[config.mk]
export PLATFORM = sky130hd
export DESIGN_NAME = waypoint_teach_playback_sequencer
export DESIGN_NICKNAME = d
export VERILOG_FILES = /design/src/hdl/wtps_pkg.sv /design/src/hdl/wtps_ram.sv /design/src/hdl/wtps_step.sv /design/src/hdl/waypoint_teach_playback_sequencer.sv
export SDC_FILE = /design/constraint.sdc
export NUM_CORES = 1
export LEC_CHECK = 0
export BUFFER_PORTS_ARGS = -buffer_cell sky130_fd_sc_hd__buf_4
export CORE_ASPECT_RATIO = 0.9
export CORE_MARGIN = 2
export CORE_UTILIZATION = 55
export CTS_CLUSTER_DIAMETER = 150
export DETAILED_ROUTE_END_ITERATION = 8
export PLACE_DENSITY = 0.68
export SYNTH_ARGS = -nofsm -noshare
export SYNTH_HDL_FRONTEND = slang
export SYNTH_SLANG_ARGS = --single-unit
[constraint.sdc]
create_clock -name clk -period 17.69 [get_ports clk]
set_input_delay 1.769 -clock clk [delete_from_list [all_inputs] [get_ports clk]]
set_output_delay 1.769 -clock clk [all_outputs]
set_load 0.005 [all_outputs]
[src/hdl/wtps_pkg.sv]
// Shared types and constants for the waypoint teach/playback sequencer.
// Standalone package; used by the step logic and by the top level.
`default_nettype none

package wtps_pkg;

	// Slot store geometry.
	localparam int NUM_SLOTS   = 10;
	localparam int SLOT_W      = 4;
	localparam int SLOT_AW     = $clog2(NUM_SLOTS);
	localparam int POS_W       = 16;
	localparam int SLOT_PAIR_W = 2 * POS_W;
	localparam int CMD_W       = 5;
	localparam int CFG_DATA_W  = 8;
	localparam int DWELL_W     = 8;

	// Remote command codes; codes below NUM_SLOTS are digits.
	localparam logic [CMD_W-1:0] CMD_PLAY   = 5'd10;
	localparam logic [CMD_W-1:0] CMD_STOP   = 5'd11;
	localparam logic [CMD_W-1:0] CMD_B_UP   = 5'd12;
	localparam logic [CMD_W-1:0] CMD_B_DOWN = 5'd13;
	localparam logic [CMD_W-1:0] CMD_A_UP   = 5'd14;
	localparam logic [CMD_W-1:0] CMD_A_DOWN = 5'd15;
	localparam logic [CMD_W-1:0] CMD_RECORD = 5'd16;
	localparam logic [CMD_W-1:0] CMD_GO     = 5'd17;

	// Operating modes.
	typedef enum logic [2:0] {
		MODE_AUTO_NEXT = 3'd0,
		MODE_AUTO_WAIT = 3'd1,
		MODE_MANUAL    = 3'd2,
		MODE_RECORD    = 3'd3,
		MODE_GO        = 3'd4
	} mode_t;

	// Configuration register indexes.
	typedef enum logic [1:0] {
		CFG_JOG_STEP     = 2'd0,
		CFG_CLAMP_WINDOW = 2'd1,
		CFG_SETTLE_TOL   = 2'd2,
		CFG_DWELL_LIMIT  = 2'd3
	} cfg_idx_t;

	typedef struct packed {
		logic [CFG_DATA_W-1:0] jog_step;
		logic [CFG_DATA_W-1:0] clamp_window;
		logic [CFG_DATA_W-1:0] settle_tolerance;
		logic [CFG_DATA_W-1:0] dwell_limit;
	} cfg_t;

	// One control-loop tick.
	typedef struct packed {
		logic                    command_valid;
		logic [CMD_W-1:0]        command;
		logic signed [POS_W-1:0] position_a;
		logic signed [POS_W-1:0] position_b;
	} in_item_t;

	// One result per tick.
	typedef struct packed {
		logic signed [POS_W-1:0] setpoint_a;
		logic signed [POS_W-1:0] setpoint_b;
		logic [2:0]              mode;
		logic [SLOT_W-1:0]       slot_index;
		logic [DWELL_W-1:0]      dwell_count;
	} out_item_t;

	// Both axes of one stored waypoint.
	typedef struct packed {
		logic signed [POS_W-1:0] a;
		logic signed [POS_W-1:0] b;
	} slot_pair_t;

	// Architectural sequencer state.
	typedef struct packed {
		mode_t                   mode;
		logic [SLOT_W-1:0]       slot;
		logic [DWELL_W-1:0]      dwell;
		logic signed [POS_W-1:0] tgt_a;
		logic signed [POS_W-1:0] tgt_b;
	} seq_state_t;

	// Slot store write request from the step logic.
	typedef struct packed {
		logic               we;
		logic [SLOT_AW-1:0] addr;
		slot_pair_t         data;
	} slot_wr_t;

endpackage

`default_nettype wire

[src/hdl/wtps_ram.sv]
// Generic single-write, single-read RAM with a registered read port.
// No dependencies.
`default_nettype none

module wtps_ram #(
	parameter int WIDTH = 32,
	parameter int DEPTH = 16
) (
	input  logic                     clk,
	input  logic                     we,
	input  logic [$clog2(DEPTH)-1:0] waddr,
	input  logic [WIDTH-1:0]         wdata,
	input  logic                     re,
	input  logic [$clog2(DEPTH)-1:0] raddr,
	output logic [WIDTH-1:0]         rdata
);

	logic [WIDTH-1:0] mem_q [DEPTH];

	// Write port.
	always_ff @(posedge clk) begin
		if (we) begin
			mem_q[waddr] <= wdata;
		end
	end

	// Read port; data holds until the next read.
	always_ff @(posedge clk) begin
		if (re) begin
			rdata <= mem_q[raddr];
		end
	end

endmodule

`default_nettype wire

[src/hdl/wtps_step.sv]
// Per-tick update of the sequencer: commands, jog and clamp, record/go, playback.
// Depends on wtps_pkg. Purely combinational; slot data comes from the slot store.
`default_nettype none

module wtps_step (
	input  wtps_pkg::seq_state_t st,
	input  wtps_pkg::in_item_t   item,
	input  wtps_pkg::cfg_t       cfg,
	input  wtps_pkg::slot_pair_t sd,
	output wtps_pkg::seq_state_t nxt,
	output wtps_pkg::slot_wr_t   wr
);
	import wtps_pkg::*;

	// Saturate a 17-bit signed value to 16 bits.
	function automatic logic signed [POS_W-1:0] sat16(input logic signed [POS_W:0] v);
		if (v[POS_W] != v[POS_W-1]) begin
			return v[POS_W] ? {1'b1, {(POS_W-1){1'b0}}} : {1'b0, {(POS_W-1){1'b1}}};
		end
		return v[POS_W-1:0];
	endfunction

	// Keep a setpoint within a window around the measured position.
	function automatic logic signed [POS_W-1:0] clamp_to(
		input logic signed [POS_W-1:0] sp,
		input logic signed [POS_W-1:0] pos,
		input logic [CFG_DATA_W-1:0]   w
	);
		logic signed [POS_W:0] spx;
		logic signed [POS_W:0] px;
		logic signed [POS_W:0] wx;
		logic signed [POS_W:0] hi;
		logic signed [POS_W:0] lo;
		spx = {sp[POS_W-1], sp};
		px  = {pos[POS_W-1], pos};
		wx  = {{(POS_W+1-CFG_DATA_W){1'b0}}, w};
		hi  = px + wx;
		lo  = px - wx;
		if (spx > hi) begin
			return sat16(hi);
		end
		if (spx < lo) begin
			return sat16(lo);
		end
		return sp;
	endfunction

	// Jog a setpoint up or down by the step size, saturating.
	function automatic logic signed [POS_W-1:0] jog(
		input logic signed [POS_W-1:0] sp,
		input logic [CFG_DATA_W-1:0]   js,
		input logic                    down
	);
		logic signed [POS_W:0] spx;
		logic signed [POS_W:0] jx;
		spx = {sp[POS_W-1], sp};
		jx  = {{(POS_W+1-CFG_DATA_W){1'b0}}, js};
		return down ? sat16(spx - jx) : sat16(spx + jx);
	endfunction

	// Strict tolerance check on one axis.
	function automatic logic near(
		input logic signed [POS_W-1:0] a,
		input logic signed [POS_W-1:0] b,
		input logic [CFG_DATA_W-1:0]   tol
	);
		logic signed [POS_W+1:0] d;
		logic signed [POS_W+1:0] t;
		d = {{2{a[POS_W-1]}}, a} - {{2{b[POS_W-1]}}, b};
		t = {{(POS_W+2-CFG_DATA_W){1'b0}}, tol};
		return (d < t) && (d > -t);
	endfunction

	function automatic logic [SLOT_W-1:0] next_slot(input logic [SLOT_W-1:0] s);
		return (s == SLOT_W'(NUM_SLOTS - 1)) ? '0 : s + SLOT_W'(1);
	endfunction

	logic                 is_digit;
	logic                 occupied;
	logic                 settled;
	logic [DWELL_W:0]     dwell_inc;

	assign is_digit = item.command < CMD_W'(NUM_SLOTS);
	assign occupied = (sd.a != '0) && (sd.b != '0);
	assign settled  = near(sd.a, item.position_a, cfg.settle_tolerance)
		&& near(sd.b, item.position_b, cfg.settle_tolerance);

	// Command phase followed by the playback phase, in that order.
	always_comb begin
		nxt       = st;
		wr.we     = 1'b0;
		wr.addr   = item.command[SLOT_AW-1:0];
		wr.data   = '{a: st.tgt_a, b: st.tgt_b};
		dwell_inc = '0;

		if (item.command_valid) begin
			if (item.command == CMD_PLAY) begin
				nxt.mode = MODE_AUTO_NEXT;
				nxt.slot = '0;
			end else if (item.command == CMD_STOP) begin
				nxt.mode = MODE_MANUAL;
			end else begin
				unique case (st.mode)
					MODE_MANUAL: begin
						case (item.command)
							CMD_B_UP:   nxt.tgt_b = jog(st.tgt_b, cfg.jog_step, 1'b0);
							CMD_B_DOWN: nxt.tgt_b = jog(st.tgt_b, cfg.jog_step, 1'b1);
							CMD_A_UP:   nxt.tgt_a = jog(st.tgt_a, cfg.jog_step, 1'b0);
							CMD_A_DOWN: nxt.tgt_a = jog(st.tgt_a, cfg.jog_step, 1'b1);
							CMD_RECORD: nxt.mode  = MODE_RECORD;
							CMD_GO:     nxt.mode  = MODE_GO;
							default: ;
						endcase
						// The clamp applies on every manual command other than play and stop.
						nxt.tgt_a = clamp_to(nxt.tgt_a, item.position_a, cfg.clamp_window);
						nxt.tgt_b = clamp_to(nxt.tgt_b, item.position_b, cfg.clamp_window);
					end
					MODE_RECORD: begin
						if (item.command != CMD_RECORD) begin
							wr.we    = is_digit;
							nxt.mode = MODE_MANUAL;
						end
					end
					MODE_GO: begin
						if (item.command != CMD_GO) begin
							if (is_digit) begin
								nxt.tgt_a = sd.a;
								nxt.tgt_b = sd.b;
							end
							nxt.mode = MODE_MANUAL;
						end
					end
					default: ;
				endcase
			end
		end

		// Playback: load an occupied slot, or skip past an empty one.
		if (nxt.mode == MODE_AUTO_NEXT) begin
			if (occupied) begin
				nxt.tgt_a = sd.a;
				nxt.tgt_b = sd.b;
				nxt.dwell = '0;
				nxt.mode  = MODE_AUTO_WAIT;
			end else begin
				nxt.slot = next_slot(nxt.slot);
			end
		end

		// Dwell: count settled ticks and advance once past the limit.
		if (nxt.mode == MODE_AUTO_WAIT) begin
			dwell_inc = {1'b0, nxt.dwell} + {{DWELL_W{1'b0}}, settled};
			if (dwell_inc > {1'b0, cfg.dwell_limit}) begin
				nxt.dwell = '0;
				nxt.slot  = next_slot(nxt.slot);
				nxt.mode  = MODE_AUTO_NEXT;
			end else begin
				nxt.dwell = dwell_inc[DWELL_W-1:0];
			end
		end
	end

endmodule

`default_nettype wire

[src/hdl/waypoint_teach_playback_sequencer.sv]
// Two-axis waypoint teach-and-playback sequencer, top level.
// Depends on wtps_pkg, wtps_ram and wtps_step.
//
// Each input item is one control-loop tick; each produces exactly one result item. The block
// takes one item per clock cycle unless the input stalls, as below. An item and its slot store
// read, which has a registered read port, are captured together in stage 1 at acceptance, and
// its update loads the output register when that register is free or emptying. The slot store
// read address for the next item comes from the update logic of the item in flight, and a
// record into the entry being read in the same cycle is bypassed, so back-to-back items see
// every earlier write. The slot store is empty after reset through one written flag per slot,
// so no clearing pass runs and items are taken from the first cycle. The input stalls only
// while a result waits untaken in the output register and the next item already sits in the
// slot read stage.
`default_nettype none

module waypoint_teach_playback_sequencer (
	input  logic                               clk,
	input  logic                               arst_n,
	input  logic                               in_valid,
	output logic                               in_ready,
	input  wtps_pkg::in_item_t                 in_data,
	output logic                               out_valid,
	input  logic                               out_ready,
	output wtps_pkg::out_item_t                out_data,
	input  logic                               cfg_valid,
	output logic                               cfg_ready,
	input  wtps_pkg::cfg_idx_t                 cfg_index,
	input  logic [wtps_pkg::CFG_DATA_W-1:0]    cfg_data
);
	import wtps_pkg::*;

	cfg_t               cfg_q;
	seq_state_t         st_q;
	seq_state_t         nxt;
	seq_state_t         fwd_st;
	slot_wr_t           wr;
	logic               ram_we;
	logic               accept;
	logic               adv;
	logic [SLOT_AW-1:0] raddr;
	logic               byp;
	slot_pair_t         rdata;
	slot_pair_t         sd;
	logic [NUM_SLOTS-1:0] written_q;

	logic               s1_valid_q;
	in_item_t           item_s1;
	logic               byp_s1;
	slot_pair_t         byp_data_s1;
	logic               vld_s1;

	logic               out_valid_q;
	out_item_t          out_q;

	// Handshake: the item in flight leaves when the output register is free or emptying.
	assign adv       = s1_valid_q && (!out_valid_q || out_ready);
	assign in_ready  = !s1_valid_q || adv;
	assign accept    = in_valid && in_ready;
	assign cfg_ready = 1'b1;
	assign out_valid = out_valid_q;
	assign out_data  = out_q;

	// Configuration registers.
	always_ff @(posedge clk or negedge arst_n) begin
		if (!arst_n) begin
			cfg_q <= '{jog_step: 8'd10, clamp_window: 8'd20,
				settle_tolerance: 8'd10, dwell_limit: 8'd60};
		end else if (cfg_valid) begin
			unique case (cfg_index)
				CFG_JOG_STEP:     cfg_q.jog_step         <= cfg_data;
				CFG_CLAMP_WINDOW: cfg_q.clamp_window     <= cfg_data;
				CFG_SETTLE_TOL:   cfg_q.settle_tolerance <= cfg_data;
				CFG_DWELL_LIMIT:  cfg_q.dwell_limit      <= cfg_data;
			endcase
		end
	end

	// State as the incoming item will see it: the in-flight item's result when there is one.
	assign fwd_st = s1_valid_q ? nxt : st_q;

	// Slot to read for the incoming item: play starts at slot zero, go loads a digit slot.
	always_comb begin
		if (in_data.command_valid && in_data.command == CMD_PLAY) begin
			raddr = '0;
		end else if (in_data.command_valid && fwd_st.mode == MODE_GO
				&& in_data.command < CMD_W'(NUM_SLOTS)) begin
			raddr = in_data.command[SLOT_AW-1:0];
		end else begin
			raddr = fwd_st.slot[SLOT_AW-1:0];
		end
	end

	// A record landing on the entry read in the same cycle is bypassed.
	assign ram_we = wr.we && adv;
	assign byp    = ram_we && (wr.addr == raddr);

	wtps_ram #(
		.WIDTH (SLOT_PAIR_W),
		.DEPTH (NUM_SLOTS)
	) u_slots (
		.clk   (clk),
		.we    (ram_we),
		.waddr (wr.addr),
		.wdata (wr.data),
		.re    (accept),
		.raddr (raddr),
		.rdata (rdata)
	);

	// Slots never written read as empty.
	assign sd = byp_s1 ? byp_data_s1 : (vld_s1 ? rdata : '0);

	wtps_step u_step (
		.st   (st_q),
		.item (item_s1),
		.cfg  (cfg_q),
		.sd   (sd),
		.nxt  (nxt),
		.wr   (wr)
	);

	// Written flags for the slot store.
	always_ff @(posedge clk or negedge arst_n) begin
		if (!arst_n) begin
			written_q <= '0;
		end else if (ram_we) begin
			written_q[wr.addr] <= 1'b1;
		end
	end

	// Stage 1 control.
	always_ff @(posedge clk or negedge arst_n) begin
		if (!arst_n) begin
			s1_valid_q <= 1'b0;
		end else if (accept) begin
			s1_valid_q <= 1'b1;
		end else if (adv) begin
			s1_valid_q <= 1'b0;
		end
	end

	// Stage 1 payload, captured alongside the slot read.
	always_ff @(posedge clk) begin
		if (accept) begin
			item_s1     <= in_data;
			byp_s1      <= byp;
			byp_data_s1 <= wr.data;
			vld_s1      <= written_q[raddr];
		end
	end

	// Sequencer state commits when the item leaves stage 1.
	always_ff @(posedge clk or negedge arst_n) begin
		if (!arst_n) begin
			st_q <= '{mode: MODE_MANUAL, slot: '0, dwell: '0, tgt_a: '0, tgt_b: '0};
		end else if (adv) begin
			st_q <= nxt;
		end
	end

	// Output register.
	always_ff @(posedge clk or negedge arst_n) begin
		if (!arst_n) begin
			out_valid_q <= 1'b0;
		end else if (adv) begin
			out_valid_q <= 1'b1;
		end else if (out_ready) begin
			out_valid_q <= 1'b0;
		end
	end

	always_ff @(posedge clk) begin
		if (adv) begin
			out_q <= '{setpoint_a: nxt.tgt_a, setpoint_b: nxt.tgt_b, mode: nxt.mode,
				slot_index: nxt.slot, dwell_count: nxt.dwell};
		end
	end

`ifndef SYNTH
	// A stalled result must freeze the sequencer state.
	a_stall_hold: assert property (@(posedge clk) disable iff (!arst_n)
		(out_valid_q && !out_ready) |=> $stable(st_q))
		else $error("sequencer state changed while a result was stalled");

	// The slot store is written only by an item processed in record mode.
	a_rec_write: assert property (@(posedge clk) disable iff (!arst_n)
		ram_we |-> (st_q.mode == MODE_RECORD))
		else $error("slot store written outside record mode");

	// The playback slot always addresses a real entry.
	a_slot_range: assert property (@(posedge clk) disable iff (!arst_n)
		st_q.slot < SLOT_W'(NUM_SLOTS))
		else $error("playback slot out of range");

	// A new result only follows an item in stage 1.
	a_out_source: assert property (@(posedge clk) disable iff (!arst_n)
		$rose(out_valid_q) |-> $past(s1_valid_q))
		else $error("result produced without an item in flight");
`endif

endmodule

`default_nettype wire

==> out/metrics.yaml <==
n_antenna_cell: 0
seq_area_frac_synth_pct: 48.8
drtIter0Drc: 3216
hpwl_um: 76600
layout_commonest_cell: "edfxtp_1"
htree_levels: 2
synth_ff_type: "edfxtp_1"
finalSetupViolCount: 0
grt_max_degree: 66
gr-usage-met2_pct: 52.7
grt_usage_pct: 34.1
numCtsBuffers: 57
grt_util_met1_pct: 49.3
period_minus_slack_ps: 11080
timing.setup.critical_path_class: "flip-flop to flip-flop"
clk_latency_ps: 680
clk_pin_slew_ps: 60
wl_um: 110000
critPathRequiredTime_ps: 18070
status: "finished, final reports clean"
clockRootBuffer: "clkbuf_16"
syn_nets: 3374
drc: 0
cp-end-kind: "flip-flop"
dp_cells: 3857
fillCellCount: 4918
io_pins: 103
fmax_mhz: 90.3
cts-hold-fix-buffers: 0
antenna_found_initial: 0
wl_per_cell_um: 27.6
cts_tree: "built"
dieArea_um2: 63300
synthesis.area_um2: 33700
layout-drive-gt1-share_pct: 12.1
period_share_pct: 62.6
slew_viol_final: 0
finalNetCount: 3422
cts_setup_buffers: 0
cp_slowest_cell: "and2_2"
rsz0062_at_grt: "no"
synth.distinct_cells: 90
grt_pass1_wl_um: 161000
ff2ff_path_depth: 45
viasPerCell: 6.73
synth-seq-cells: 562
crit_fanout: 40
final_cell_mix: "edfxtp_1, ha_1, nor2_1"
whs_path_depth: 1
ff2ff_setup_slack_ps: 6610
irDropWorstVdd_mv: 0.105
clock_skew_ps: 58.8
clk_path_buf_depth: 3
grt_pass1_vias: 25346
postCtsResizedCells: 0
synthCells: 3076
finalCoreUtilization_pct: 61.0
fp.dieW_um: 265
start_util_pct: 55.3
arrival_ps: 11460
worstMarginPinSlew_ps: 1110
rows: 86
drt_first_pass_iters: 8
overflow: 0
critPathMaxStageDelay_ps: 580
die_h_um: 239
coreArea_um2: 60900
ys_warn_count: 0
min_path_type: "flip-flop to flip-flop"
gp_congestion: 1.00
hold_viol_final: 0
synth_area_per_cell_um2: 11.0
via_count: 26679
async_flop_share_pct: 16.2
slew_headroom_pct: 25.5
io_buffers: 101
power_density_nw_per_um2: 162
p_leak_uw: 0.0146
ant_nets: 0
crit_path_start_kind: "flip-flop"
grtUsageMet3_pct: 5.26
fin_cells: 3965
area_growth_pct: 10.3
synth_edf_count: 471
finalSetupTns_ps: 0
clock-sinks: 562
grt-busiest-layer: "met2"
cap_violations: 0
-- worst max-delay path, delay by kind of cell (launching register included) --
kind                     cells  cell delay (ps)
flip-flops                   1              360
AND/OR/NAND/NOR             13             2500
multiplexers                 1              570
adder cells (fa/ha/maj)      5             1220
buffers and inverters        5             1470
XOR/XNOR                     2              330
AO/OA/AOI/OAI               19             4340
-- cell type report --
type                    instances  area [um2]  share of cell area (%)
multi-input cells            2180       16000                    43.2
clock inverters                45         452                    1.22
well taps                     792         991                    2.67
repair buffers                149        1120                    3.01
flip-flops and latches        562       16400                    44.2
clock buffers                  63        1470                    3.95
inverters                     174         654                    1.76
-- routing by layer --
metal	share of wire [%]	wire length, um
met5	0	0
met3	9.3	10200
met1	43	46600
met2	44	48700
met4	3.7	4020
-- state kept, by name, summed over array words and instances, names as in the netlist --
| register | count |
|---|---|
| byp_data_s1 | 32 |
| cfg_q | 32 |
| u_slots.rdata | 32 |
| out_valid | 1 |
| s1_valid_q | 1 |
| vld_s1 | 1 |
| st_q | 47 |
| item_s1 | 38 |
| u_slots.mem_q | 320 |
| byp_s1 | 1 |
| out_data | 47 |
| written_q | 10 |
-- logic make-up after synthesis --
logic type	Yosys count	share of synthesized area [%]
DFF	562	48.8
AOI/OAI and AO/OA	897	18.5
muxes	106	4.47
other	1	0.0111
buffers and inverters	334	3.87
xor gates and xnor gates	113	2.94
and+or+nand+nor	818	12.1
adders and majority gates	245	9.32
-- path summary, 6_finish.rpt --
kind                              start                 to
max in group asynchronous        arst_n          cfg_q[21]
min                        written_q[8]       written_q[8]
min reg2reg                written_q[8]       written_q[8]
max                              byp_s1  u_slots.rdata[18]
min in group asynchronous        arst_n           st_q[46]
max reg2reg                      byp_s1  u_slots.rdata[18]
-- synth_stat cells (43+ instances only) --
cell type,number,area [um2]
dfrtp_1,80,2000
nor2_1,193,724
ha_1,235,2940
xnor2_1,88,771
a211o_1,43,377
a21oi_1,165,826
and2_1,53,332
inv_1,174,653
edfxtp_1,471,14100
nand2_1,186,698
o21ai_0,170,851
nor3_1,72,360
a21o_1,54,405
clkbuf_1,130,488
a211oi_1,90,676
nand3_1,79,395
o21a_1,46,345
-- power by group --
part	leakage, uW	total [uW]	switching [uW]	internal (uW)
clock network	0.000933	1220	554	670
registers	0.00550	2070	336	1730
logic	0.00813	2730	1690	1040
-- through the flow --
step / worst slack (ps) / total power [uW] / instance area (um2) / hold slack (ps)
floorplan: 8490 / 3810 / 33700 / 430
global placement: 7110 / 4680 / 35200 / 443
detailed placement: 6820 / 4730 / 35200 / 450
CTS: 6760 / 5960 / 37200 / 464
global route: 5770 / 6330 / 37200 / 476
finish: 6610 / 6020 / 37200 / 463
(Power assumes the default switching activity.)
